<file path="config.mk">
export PLATFORM = sky130hd
export DESIGN_NAME = bounded_array_list_engine_core
export DESIGN_NICKNAME = d
export VERILOG_FILES = /design/src/design/bal_pkg.sv /design/src/design/bal_ram.sv /design/src/design/bal_ctrl.sv /design/src/design/bal_dp.sv /design/src/design/bounded_array_list_engine_core.sv
export SDC_FILE = /design/constraint.sdc
export NUM_CORES = 1
export LEC_CHECK = 0
export ABC_AREA = 1
export BUFFER_PORTS_ARGS = -buffer_cell sky130_fd_sc_hd__buf_4
export CAP_MARGIN = 25
export CORE_MARGIN = 3
export CORE_UTILIZATION = 60
export DETAILED_ROUTE_END_ITERATION = 6
export PLACE_DENSITY = 0.76
export SLEW_MARGIN = 20
export SYNTH_ARGS = -nofsm -noshare
export SYNTH_HDL_FRONTEND = slang
export SYNTH_SLANG_ARGS = --single-unit
</file>
<file path="constraint.sdc">
create_clock -name clk -period 5.6 [get_ports clk]
set_input_delay 0.84 -clock clk [delete_from_list [all_inputs] [get_ports clk]]
set_output_delay 0.84 -clock clk [all_outputs]
set_load 0.01 [all_outputs]
</file>
<file path="src/design/bal_pkg.sv">
`timescale 1ns / 1ps

package bal_pkg;

  // Storage depth of the list and derived widths
  localparam int DEPTH = 32;
  localparam int AW    = (DEPTH > 1) ? $clog2(DEPTH) : 1;
  localparam int CW    = 6;   // entry_count / capacity field width
  localparam int VW    = 32;  // value width
  localparam int PW    = 5;   // position field width

  typedef enum logic [2:0] {
    OP_APPEND       = 3'd0,
    OP_REMOVE_LAST  = 3'd1,
    OP_REMOVE_FIRST = 3'd2,
    OP_REMOVE_AT    = 3'd3,
    OP_SEARCH       = 3'd4,
    OP_NOP5         = 3'd5,
    OP_NOP6         = 3'd6,
    OP_NOP7         = 3'd7
  } op_t;

  typedef enum logic [1:0] {
    ST_OK    = 2'd0,
    ST_FULL  = 2'd1,
    ST_EMPTY = 2'd2,
    ST_RANGE = 2'd3
  } status_t;

  typedef enum logic [2:0] {
    S_IDLE,
    S_EXEC,
    S_SHIFT,
    S_SCAN,
    S_SCAN_END,
    S_EMIT
  } state_t;

  // RAM read address select
  typedef enum logic [1:0] {
    RD_ZERO,
    RD_START_NEXT,
    RD_IDX_NEXT,
    RD_IDX_SKIP
  } rd_sel_t;

  // What the output register loads
  typedef enum logic [1:0] {
    OUT_PLAIN,
    OUT_PEND_MID,
    OUT_PEND_LAST
  } out_kind_t;

  typedef struct packed {
    logic      latch;
    logic      wr_append;
    logic      wr_shift;
    logic      cnt_dec;
    logic      rd_en;
    rd_sel_t   rd_sel;
    logic      idx_load_start;
    logic      idx_inc;
    logic      pend_set;
    logic      pend_clear;
    logic      out_load;
    out_kind_t out_kind;
    status_t   out_status;
  } cmd_t;

  typedef struct packed {
    op_t  op;
    logic empty;
    logic full;
    logic range_bad;
    logic start_more;
    logic idx_more;
    logic idx_more2;
    logic match;
    logic pend_valid;
    logic out_free;
  } stat_t;

endpackage

</file>
<file path="src/design/bal_ram.sv">
`timescale 1ns / 1ps

module bal_ram #(
  parameter int WIDTH = 32,
  parameter int DEPTH = 32
) (
  input  logic                                   clk,
  input  logic                                   we,
  input  logic [((DEPTH > 1) ? $clog2(DEPTH) : 1)-1:0] waddr,
  input  logic [WIDTH-1:0]                       wdata,
  input  logic                                   re,
  input  logic [((DEPTH > 1) ? $clog2(DEPTH) : 1)-1:0] raddr,
  output logic [WIDTH-1:0]                       rdata
);

  logic [WIDTH-1:0] mem [DEPTH];

  always_ff @(posedge clk) begin
    if (we) begin
      mem[waddr] <= wdata;
    end
    if (re) begin
      rdata <= mem[raddr];
    end
  end

endmodule

</file>
<file path="src/design/bal_ctrl.sv">
`timescale 1ns / 1ps

module bal_ctrl (
  input  logic           clk,
  input  logic           rst,
  input  logic           s_tvalid,
  output logic           s_tready,
  input  bal_pkg::stat_t stat,
  output bal_pkg::cmd_t  cmd
);

  bal_pkg::state_t  state, state_next;
  bal_pkg::status_t st, st_next;

  always_ff @(posedge clk) begin
    if (rst) begin
      state <= bal_pkg::S_IDLE;
      st    <= bal_pkg::ST_OK;
    end else begin
      state <= state_next;
      st    <= st_next;
    end
  end

  always_comb begin
    state_next     = state;
    st_next        = st;
    s_tready       = 1'b0;
    cmd            = '0;
    cmd.rd_sel     = bal_pkg::RD_ZERO;
    cmd.out_kind   = bal_pkg::OUT_PLAIN;
    cmd.out_status = st;

    case (state)
      bal_pkg::S_IDLE: begin
        s_tready = 1'b1;
        if (s_tvalid) begin
          cmd.latch  = 1'b1;
          state_next = bal_pkg::S_EXEC;
        end
      end

      bal_pkg::S_EXEC: begin
        st_next    = bal_pkg::ST_OK;
        state_next = bal_pkg::S_EMIT;
        case (stat.op)
          bal_pkg::OP_APPEND: begin
            if (stat.full) st_next = bal_pkg::ST_FULL;
            else cmd.wr_append = 1'b1;
          end
          bal_pkg::OP_REMOVE_LAST: begin
            if (stat.empty) st_next = bal_pkg::ST_EMPTY;
            else cmd.cnt_dec = 1'b1;
          end
          bal_pkg::OP_REMOVE_FIRST, bal_pkg::OP_REMOVE_AT: begin
            if (stat.empty) begin
              st_next = bal_pkg::ST_EMPTY;
            end else if (stat.op == bal_pkg::OP_REMOVE_AT && stat.range_bad) begin
              st_next = bal_pkg::ST_RANGE;
            end else begin
              cmd.idx_load_start = 1'b1;
              if (stat.start_more) begin
                cmd.rd_en  = 1'b1;
                cmd.rd_sel = bal_pkg::RD_START_NEXT;
                state_next = bal_pkg::S_SHIFT;
              end else begin
                cmd.cnt_dec = 1'b1;
              end
            end
          end
          bal_pkg::OP_SEARCH: begin
            cmd.pend_clear = 1'b1;
            if (!stat.empty) begin
              cmd.idx_load_start = 1'b1;
              cmd.rd_en          = 1'b1;
              cmd.rd_sel         = bal_pkg::RD_ZERO;
              state_next         = bal_pkg::S_SCAN;
            end
          end
          default: ;
        endcase
      end

      // one entry moved down per cycle; next read overlaps this write
      bal_pkg::S_SHIFT: begin
        cmd.wr_shift = 1'b1;
        if (stat.idx_more2) begin
          cmd.rd_en   = 1'b1;
          cmd.rd_sel  = bal_pkg::RD_IDX_SKIP;
          cmd.idx_inc = 1'b1;
        end else begin
          cmd.cnt_dec = 1'b1;
          state_next  = bal_pkg::S_EMIT;
        end
      end

      // a match is held back one step so the final one can carry last
      bal_pkg::S_SCAN: begin
        if (!(stat.match && stat.pend_valid && !stat.out_free)) begin
          if (stat.match) begin
            cmd.pend_set = 1'b1;
            if (stat.pend_valid) begin
              cmd.out_load = 1'b1;
              cmd.out_kind = bal_pkg::OUT_PEND_MID;
            end
          end
          if (stat.idx_more) begin
            cmd.rd_en   = 1'b1;
            cmd.rd_sel  = bal_pkg::RD_IDX_NEXT;
            cmd.idx_inc = 1'b1;
          end else begin
            state_next = bal_pkg::S_SCAN_END;
          end
        end
      end

      bal_pkg::S_SCAN_END: begin
        if (stat.out_free) begin
          cmd.out_load   = 1'b1;
          cmd.out_kind   = stat.pend_valid ? bal_pkg::OUT_PEND_LAST : bal_pkg::OUT_PLAIN;
          cmd.out_status = bal_pkg::ST_OK;
          state_next     = bal_pkg::S_IDLE;
        end
      end

      bal_pkg::S_EMIT: begin
        if (stat.out_free) begin
          cmd.out_load = 1'b1;
          state_next   = bal_pkg::S_IDLE;
        end
      end

      default: state_next = bal_pkg::S_IDLE;
    endcase
  end

endmodule

</file>
<file path="src/design/bal_dp.sv">
`timescale 1ns / 1ps

module bal_dp (
  input  logic                     clk,
  input  logic                     rst,
  input  logic                     cfg_we,
  input  logic [bal_pkg::CW-1:0]   cfg_wdata,
  input  logic [2:0]               in_op,
  input  logic [bal_pkg::VW-1:0]   in_value,
  input  logic [bal_pkg::PW-1:0]   in_position,
  input  bal_pkg::cmd_t            cmd,
  output bal_pkg::stat_t           stat,
  output logic                     out_valid,
  input  logic                     out_ready,
  output logic [1:0]               out_status,
  output logic                     out_hit,
  output logic [bal_pkg::PW-1:0]   out_found_position,
  output logic [bal_pkg::CW-1:0]   out_entry_count,
  output logic                     out_last
);

  localparam int AW = bal_pkg::AW;
  localparam int CW = bal_pkg::CW;

  logic [CW-1:0]          capacity;
  logic [CW-1:0]          count;
  logic [CW-1:0]          cap_eff;
  bal_pkg::op_t           op;
  logic [bal_pkg::VW-1:0] value;
  logic [bal_pkg::PW-1:0] position;
  logic [AW-1:0]          idx;
  logic [AW-1:0]          start;
  logic [AW-1:0]          pend_pos;
  logic                   pend_valid;
  logic [CW-1:0]          start_p1, idx_p1, idx_p2;
  logic [AW-1:0]          raddr, waddr;
  logic [bal_pkg::VW-1:0] wdata, rdata;
  logic                   out_free;

  always_ff @(posedge clk) begin
    if (rst) begin
      capacity <= CW'(32);
    end else if (cfg_we) begin
      capacity <= cfg_wdata;
    end
  end

  assign cap_eff = (capacity > CW'(bal_pkg::DEPTH)) ? CW'(bal_pkg::DEPTH) : capacity;

  always_ff @(posedge clk) begin
    if (cmd.latch) begin
      op       <= bal_pkg::op_t'(in_op);
      value    <= in_value;
      position <= in_position;
    end
  end

  assign start    = (op == bal_pkg::OP_REMOVE_AT) ? AW'(position) : '0;
  assign start_p1 = CW'(start) + CW'(1);
  assign idx_p1   = CW'(idx) + CW'(1);
  assign idx_p2   = CW'(idx) + CW'(2);

  always_ff @(posedge clk) begin
    if (rst) begin
      count <= '0;
    end else if (cmd.wr_append) begin
      count <= count + CW'(1);
    end else if (cmd.cnt_dec) begin
      count <= count - CW'(1);
    end
  end

  always_ff @(posedge clk) begin
    if (cmd.idx_load_start) begin
      idx <= start;
    end else if (cmd.idx_inc) begin
      idx <= idx_p1[AW-1:0];
    end
  end

  always_ff @(posedge clk) begin
    if (rst || cmd.pend_clear) begin
      pend_valid <= 1'b0;
    end else if (cmd.pend_set) begin
      pend_valid <= 1'b1;
    end
  end

  always_ff @(posedge clk) begin
    if (cmd.pend_set) begin
      pend_pos <= idx;
    end
  end

  always_comb begin
    case (cmd.rd_sel)
      bal_pkg::RD_ZERO:       raddr = '0;
      bal_pkg::RD_START_NEXT: raddr = start_p1[AW-1:0];
      bal_pkg::RD_IDX_NEXT:   raddr = idx_p1[AW-1:0];
      bal_pkg::RD_IDX_SKIP:   raddr = idx_p2[AW-1:0];
      default:                raddr = '0;
    endcase
  end

  assign waddr = cmd.wr_append ? count[AW-1:0] : idx;
  assign wdata = cmd.wr_append ? value : rdata;

  bal_ram #(
    .WIDTH (bal_pkg::VW),
    .DEPTH (bal_pkg::DEPTH)
  ) u_ram (
    .clk   (clk),
    .we    (cmd.wr_append | cmd.wr_shift),
    .waddr (waddr),
    .wdata (wdata),
    .re    (cmd.rd_en),
    .raddr (raddr),
    .rdata (rdata)
  );

  // output register
  assign out_free = !out_valid || out_ready;

  always_ff @(posedge clk) begin
    if (rst) begin
      out_valid <= 1'b0;
    end else if (cmd.out_load) begin
      out_valid <= 1'b1;
    end else if (out_ready) begin
      out_valid <= 1'b0;
    end
  end

  always_ff @(posedge clk) begin
    if (cmd.out_load) begin
      out_entry_count <= count;
      case (cmd.out_kind)
        bal_pkg::OUT_PEND_MID: begin
          out_status         <= bal_pkg::ST_OK;
          out_hit            <= 1'b1;
          out_found_position <= bal_pkg::PW'(pend_pos);
          out_last           <= 1'b0;
        end
        bal_pkg::OUT_PEND_LAST: begin
          out_status         <= bal_pkg::ST_OK;
          out_hit            <= 1'b1;
          out_found_position <= bal_pkg::PW'(pend_pos);
          out_last           <= 1'b1;
        end
        default: begin
          out_status         <= cmd.out_status;
          out_hit            <= 1'b0;
          out_found_position <= '0;
          out_last           <= 1'b1;
        end
      endcase
    end
  end

  assign stat.op         = op;
  assign stat.empty      = (count == '0);
  assign stat.full       = (count >= cap_eff);
  assign stat.range_bad  = (CW'(position) >= count);
  assign stat.start_more = (start_p1 < count);
  assign stat.idx_more   = (idx_p1 < count);
  assign stat.idx_more2  = (idx_p2 < count);
  assign stat.match      = (rdata == value);
  assign stat.pend_valid = pend_valid;
  assign stat.out_free   = out_free;

endmodule

</file>
<file path="src/design/bounded_array_list_engine_core.sv">
`timescale 1ns / 1ps

// Bounded list of signed 32-bit values held in a 32-entry RAM, up to the
// configured capacity (capped at the RAM depth). One request is taken at a
// time. Append, remove-last, unknown operations and flagged requests put
// their result on the master side from the emit state, which follows the
// execute state, and a new request is accepted once that result is loaded.
// Remove-first and remove-at-position move the later entries down one per
// cycle through the RAM port, with position taken as 0 for remove-first.
// Search walks the stored entries one per cycle and emits one result per
// match in ascending order (tlast on the final one) or one miss result; a
// stalled master side holds the walk. The result register lets a new
// request be accepted while the previous result still waits. Entries are
// never cleared; only entries below the count are ever read.
module bounded_array_list_engine_core (
  input  logic        clk,
  input  logic        rst,

  // capacity register
  input  logic        cfg_we,
  input  logic [5:0]  cfg_wdata,

  // request side
  input  logic        s_tvalid,
  output logic        s_tready,
  input  logic [39:0] s_tdata,   // [31:0] value, [36:32] position, [39:37] zero
  input  logic [2:0]  s_tuser,   // [2:0] operation

  // result side
  output logic        m_tvalid,
  input  logic        m_tready,
  output logic [15:0] m_tdata,   // [1:0] status, [2] hit, [7:3] found_position,
                                 // [13:8] entry_count, [15:14] zero
  output logic        m_tlast
);

  bal_pkg::cmd_t  cmd;
  bal_pkg::stat_t stat;

  logic [1:0]              out_status;
  logic                    out_hit;
  logic [bal_pkg::PW-1:0]  out_found_position;
  logic [bal_pkg::CW-1:0]  out_entry_count;

  // sequencing of each request
  bal_ctrl u_ctrl (
    .clk      (clk),
    .rst      (rst),
    .s_tvalid (s_tvalid),
    .s_tready (s_tready),
    .stat     (stat),
    .cmd      (cmd)
  );

  // storage, count, compare and result register
  bal_dp u_dp (
    .clk                (clk),
    .rst                (rst),
    .cfg_we             (cfg_we),
    .cfg_wdata          (cfg_wdata),
    .in_op              (s_tuser),
    .in_value           (s_tdata[31:0]),
    .in_position        (s_tdata[36:32]),
    .cmd                (cmd),
    .stat               (stat),
    .out_valid          (m_tvalid),
    .out_ready          (m_tready),
    .out_status         (out_status),
    .out_hit            (out_hit),
    .out_found_position (out_found_position),
    .out_entry_count    (out_entry_count),
    .out_last           (m_tlast)
  );

  assign m_tdata = {2'b00, out_entry_count, out_found_position, out_hit, out_status};

endmodule
</file>
-- After elaboration in Yosys (flattened, before gate mapping)
Memories as Yosys holds them, arrays and structs flattened. A register that Yosys moved wholly into a read port is not among the register bits.
Cells that the tools add are included.
- multiplexer cells: 70
- reductions and logical operators: 18
- bitwise operators: 1
- equal/unequal tests: 20
- add/sub/neg operators: 5
- magnitude comparators: 6
- operator list (kind ; number):
    $mux W3 ; 16
    $mux W5 ; 7
    $eq A32 B32 Y1 ; 1
    $mux W32 ; 1
    $mux W1 ; 25
    $pmux W5 S4 ; 1
    $lt A6 B6 Y1 ; 3
    $mux W6 ; 3
    $pmux W3 S5 ; 1
    $add A5 B1 Y6 const B ; 2
    $eq A3 B2 Y1 const B ; 4
    $mux W2 ; 6
    $eq A3 B3 Y1 const B ; 3
    $pmux W3 S3 ; 1
    $ne A2 B2 Y1 const B ; 4
    $pmux W4 S2 ; 1
    $add A5 B2 Y6 const B ; 1
    $add A6 B1 Y6 const B ; 1
    $eq A2 B2 Y1 const B ; 3
    $eq A3 B1 Y1 const B ; 2
    $ge A5 B6 Y1 ; 1
    $ge A6 B6 Y1 ; 1
    $gt A6 B6 Y1 const B ; 1
    $logic_not A3 Y1 ; 2
    18 further kinds ; 29
- bits of input ports: 54
- memories: 1
- flip-flop bits (word level): 84
- bits in writable memories: 1024
- memories (memory ; depth ; bits a word ; read ports ; clocked after memory_dff ; write ports ; line ; source):
    u_dp.u_ram.mem ; 32 ; 32 ; 1 ; 1 ; 1 ; bal_ram.sv:16 ; logic [WIDTH-1:0] mem [DEPTH];

-- Depth between registers and ports, before layout
- depth in word-level cells: 11
- depth in mapped cells: 27
- gate-level depth less buffers: 24

-- By module
A second synthesis with hierarchy kept.
- cells, all modules: 4168
- area total of the unflattened synthesis: 47879.7 um^2
- modules (own cells, without submodules) (module ; times used ; cells an instance ; area each (um^2)):
    bal_ram ; 1 ; 3536 ; 42726.0
    bal_dp ; 1 ; 539 ; 4610.7
    bal_ctrl ; 1 ; 89 ; 516.7
    bounded_array_list_engine_core ; 1 ; 4 ; 26.3

-- Least setup slack after synthesis
No wires, ideal clock.
- path kind: input port to flip-flop
- start: input s_tvalid
- end: register u_dp.op[0], enable pin
- library setup time: 0.537 ns
- cell stages on the path: 2
- arrival time: 4.679 ns
- setup slack: 0.383 ns
- buffers on the path: 0
- cell sequence: inv_1 > nor4_1
- RTL lines (element ; line ; source):
    start: declaration ; bounded_array_list_engine_core.sv:24 ; input logic s_tvalid,
    end signal: assignment ; bal_dp.sv:52 ; op <= bal_pkg::op_t'(in_op);
    end: declaration ; bal_dp.sv:28 ; bal_pkg::op_t op;

-- Worst setup path in the final report
- start: register u_dp.capacity[2]
- end: memory u_dp.u_ram.mem[3][8], enable pin
- word-level cells in the longest chain between the ends: 9
- elaborated cells on any way between the ends: 10
- RTL lines (element ; line ; source):
    start: declaration ; bal_dp.sv:25 ; logic [CW-1:0] capacity;
    start signal: assignment ; bal_dp.sv:44 ; capacity <= cfg_wdata;
    $gt A6 B6 Y1 ; bal_dp.sv:48 ; assign cap_eff = (capacity > CW'(bal_pkg::DEPTH)) ? CW'(bal_pkg::DEPTH) : capacity;
    $mux W6 (*) ; bal_dp.sv:48 ;
    $ge A6 B6 Y1 (*) ; bal_dp.sv:162 ; assign stat.full = (count >= cap_eff);
    $mux W1 (*) ; bal_ctrl.sv:48 ; if (stat.full) st_next = bal_pkg::ST_FULL;
    $mux W1 (*) ; bal_ctrl.sv:46 ; case (stat.op)
    $mux W1 (*) ; bal_ctrl.sv:34 ; case (state)
    $or A1 B1 Y1 ; bal_dp.sv:113 ; .we (cmd.wr_append | cmd.wr_shift),
    $mux W1 ; bal_ram.sv:19 ; if (we) begin
    $mux W1 (implied by the code) ; bal_ram.sv:20 ; mem[waddr] <= wdata;
    end: declaration ; bal_ram.sv:16 ;
Every way passes the cells marked *; elsewhere a longest branch is shown, timed or not.

==> run_results.csv <==
group,metric,value,unit
die,pin_count,73,
clock_network,h-tree-depth,3,
run,cap_violations,0,
layout,fin_area,0.0573,mm²
yosys,ys_warn_count,0,
hold_path,holdPathEnd,"u_dp.value[13]",
layout,drive_gt1_share,8.55,%
yosys,syn_area,0.0511,mm²
timing,period_share,83.1,%
detailed_routing,drt_first_pass_iters,7,
timing,post-route-min-period,4.66,ns
grt,grt_pass1_vias,34700,
critical_path,slowest_stage,"nor2_4",
yosys,netlist_instances,4833,
timing,fin_hold_ws,0.306,ns
die,start_util,60.8,%
timing,final_max_slew_viol_count,0,
yosys,synth_ff_type,"edfxtp_1",
power,ir_drop,0.000288,V
die,die_h,298,µm
detailed_routing,drt_iter0_drc,4813,
layout,fin_cells,6081,
critical_path,r2r_slack,0.94,ns
timing,tightest_slew,1.05,ns
clock_network,clock_latency,0.72,ns
critical_path,slowest_delay,0.85,ns
critical_path,cp_cell_sequence,"nor2_1 -> nand2_1 -> o21ai_0 -> nand2_1 -> ha_1 -> inv_1 -> nor2_1 -> o211ai_1 -> o2111ai_1 -> inv_1 -> nand2_4 -> nand2_1 -> o21ai_0 -> inv_1 -> nand3_1 -> nor2_4 -> buf_4",
critical_path,r2r-end,"u_dp.u_ram.mem[3][8]",
critical_path,cp-start-kind,"register",
timing,hold_viol,0,
die,fp.dieW,298,µm
critical_path,arrival,4.98,ns
placed_design,gp_congestion,0.895,
grt,overflow,0,
hold_path,min_path_type,"input port to register",
grt,grt_pass1_wl,203000,µm
power,fin_total_pwr,18.9,mW
placed_design,dpl.hpwl,73500,µm
clock_network,cts_tree,"yes",
clock_network,cts_sinks,1140,
critical_path,rr_startpoint,"u_dp.capacity[2]",
clock_network,cts-hold-fix-buffers,0,
timing,final.setup.tns,0,ns
power,cellPowerDensity,329,mW/mm²
clock_network,clockRootBuffer,"clkbuf_16",
die,core_area,0.0841,mm²
placed_design,dpl_cell_area,0.0534,mm²
grt,grt_start_max_net_pins,192,
yosys,async_reset_ff_share,0,%
timing,slew-limit-headroom,29.9,%
detailed_routing,vias,36000,
run_status,outcome,"finished with violations",
yosys,synth_edf_count,1121,
critical_path,required,5.93,ns
timing,rsz0062_at_grt,"no",
placed_design,dp_cells,5865,
timing,finalClockSkew,0.0587,ns
grt,antenna_found_initial,0,
power,p_leak,23.1,nW
detailed_routing,antenna_left,0,
detailed_routing,drc,1,
run_status,violations,"design-rule violations",
clock_network,cts_setup_buffers,0,
die,die_area,0.0887,mm²
detailed_routing,avgRoutedWirePerCell,22.2,µm
hold_path,hp-start,"s_tdata[13]",
detailed_routing,wl,135000,µm
timing,setup_violations,0,
layout,area_growth,12.2,%
yosys,seq_area_frac_synth,66.6,%
yosys,ys_ff_latch,1140,
yosys,ys_types,40,
clock_network,cts_inserted_buffers,113,
layout,diodes,0,
critical_path,timing.reg2reg.worst_path_depth,17,
grt,grtUsageTotal,30.1,%
placed_design,portBuffers,67,
clock_network,post_cts_resized,0,
yosys,syn_area_per_cell,10.6,µm²
layout,final_net_count,4940,
die,num_rows,106,
critical_path,critPathCaptureType,"register",
clock_network,clk_path_buf_depth,3,
critical_path,worstPathMaxFanout,19,
critical_path,crit_type,"register to register",
detailed_routing,via_per_inst,5.93,
hold_path,min_path_cells,1,
timing,max_freq,215,MHz
clock_network,clk_pin_slew,0.06,ns
-- layout make-up --
cell class              count  area [µm²]
repair buffers            190        1940
fillers                  5898       26700
inverters                 730        2750
well taps                1134        1420
clock buffers             136        2910
multi-input cells        2676       13400
flip-flops and latches   1140       34000
clock inverters            75         918
-- cells by family after synthesis --
kind of cell	Yosys count	synth area share (%)
and+or+nand+nor	2518	23.0
DFF	1140	66.6
buffers and inverters	1018	8.12
AOI/OAI and AO/OA	100	1.05
adders and majority gates	35	0.871
xor gates and xnor gates	21	0.360
other	1	0.00734
-- flip-flops by register name, indices dropped and copies added, names as in the netlist, 6 cells and up --
signal / count
u_dp.capacity: 6
u_dp.count: 6
u_dp.out_entry_count: 6
u_dp.u_ram.mem: 1024
u_dp.u_ram.rdata: 32
u_dp.value: 32
-- synthesized netlist by cell type, drive strengths merged (2+ instances only) --
| cell | instances | area [µm²] |
|---|---|---|
| nand2 | 1079 | 4080 |
| nor4 | 3 | 18.8 |
| a21oi | 28 | 140 |
| xnor2 | 14 | 123 |
| inv | 730 | 2740 |
| nor2 | 95 | 372 |
| clkbuf | 59 | 221 |
| nand3 | 1107 | 5540 |
| xor2 | 7 | 61.3 |
| nand4 | 5 | 31.3 |
| nor3 | 5 | 30.0 |
| edfxtp | 1121 | 33700 |
| buf | 229 | 1190 |
| a21boi | 2 | 15.0 |
| o21a | 2 | 15.0 |
| ha | 34 | 425 |
| o211ai | 2 | 15.0 |
| dfxtp | 19 | 380 |
| o21ai | 58 | 290 |
| nand3b | 224 | 1680 |
-- how the worst max path moves through the flow --
stage	start	to	slack (ns)	depth (start not counted)
3_3_place_gp	u_dp.capacity[2]	u_dp.u_ram.mem[3][4]	1.12	17
6_report	u_dp.capacity[2]	u_dp.u_ram.mem[3][8]	0.94	17
4_1_cts	u_dp.capacity[2]	u_dp.u_ram.mem[3][8]	1.03	17
2_1_floorplan	s_tvalid	u_dp.op[0]	0.38	2
5_1_grt	u_dp.capacity[2]	u_dp.u_ram.mem[3][8]	0.63	17
3_5_place_dp	u_dp.capacity[2]	u_dp.u_ram.mem[3][23]	1.05	17
-- power breakdown --
part,total (mW),switching (mW),internal (mW)
logic,1.41,0.990,0.418
clock network,7.81,3.26,4.55
registers,9.68,0.105,9.57
-- per-stage QoR --
step	setup slack [ns]	utilization [%]
2_1_floorplan	0.383	-
3_3_place_gp	1.12	63.4
3_5_place_dp	1.05	63.5
4_1_cts	1.03	68.1
5_1_grt	0.628	68.2
6_report	0.944	68.2
-- critical path, delay by kind of cell (launching register included) --
family                   cells  cell delay, ns
AND/OR/NAND/NOR              8            2.10
buffers and inverters        4            0.86
AO/OA/AOI/OAI                4            0.67
adder cells (fa/ha/maj)      1            0.30
flip-flops                   1            0.32
-- layout by cell type (no fill, tap or decap), types with 6 or more instances in the layout --
master / count
nor2_4: 36
buf_8: 6
buf_12: 35
clkinv_2: 20
buf_6: 7
inv_1: 727
edfxtp_1: 1121
buf_4: 142
nand3b_1: 224
dfxtp_1: 19
nor2_1: 59
ha_1: 34
a21oi_1: 28
bufinv_16: 18
clkbuf_16: 113
xor2_1: 7
nand3_1: 1103
clkbuf_1: 23
clkinv_1: 27
o21ai_4: 6
xnor2_1: 14
o21ai_0: 34
o21ai_2: 14
nand2_1: 1072
-- metal layers --
metal  share of wire, %  routed length [µm]  vias up  track usage [%]
li1                   -                   -    16300                -
met1                 37               50200    17200             39.0
met2                 47               63500     2126             48.9
met3                9.8               13200      393             4.58
met4                6.1                8230        0             17.1
met5                  0                   0        -                0
(Power assumes the default switching activity.)
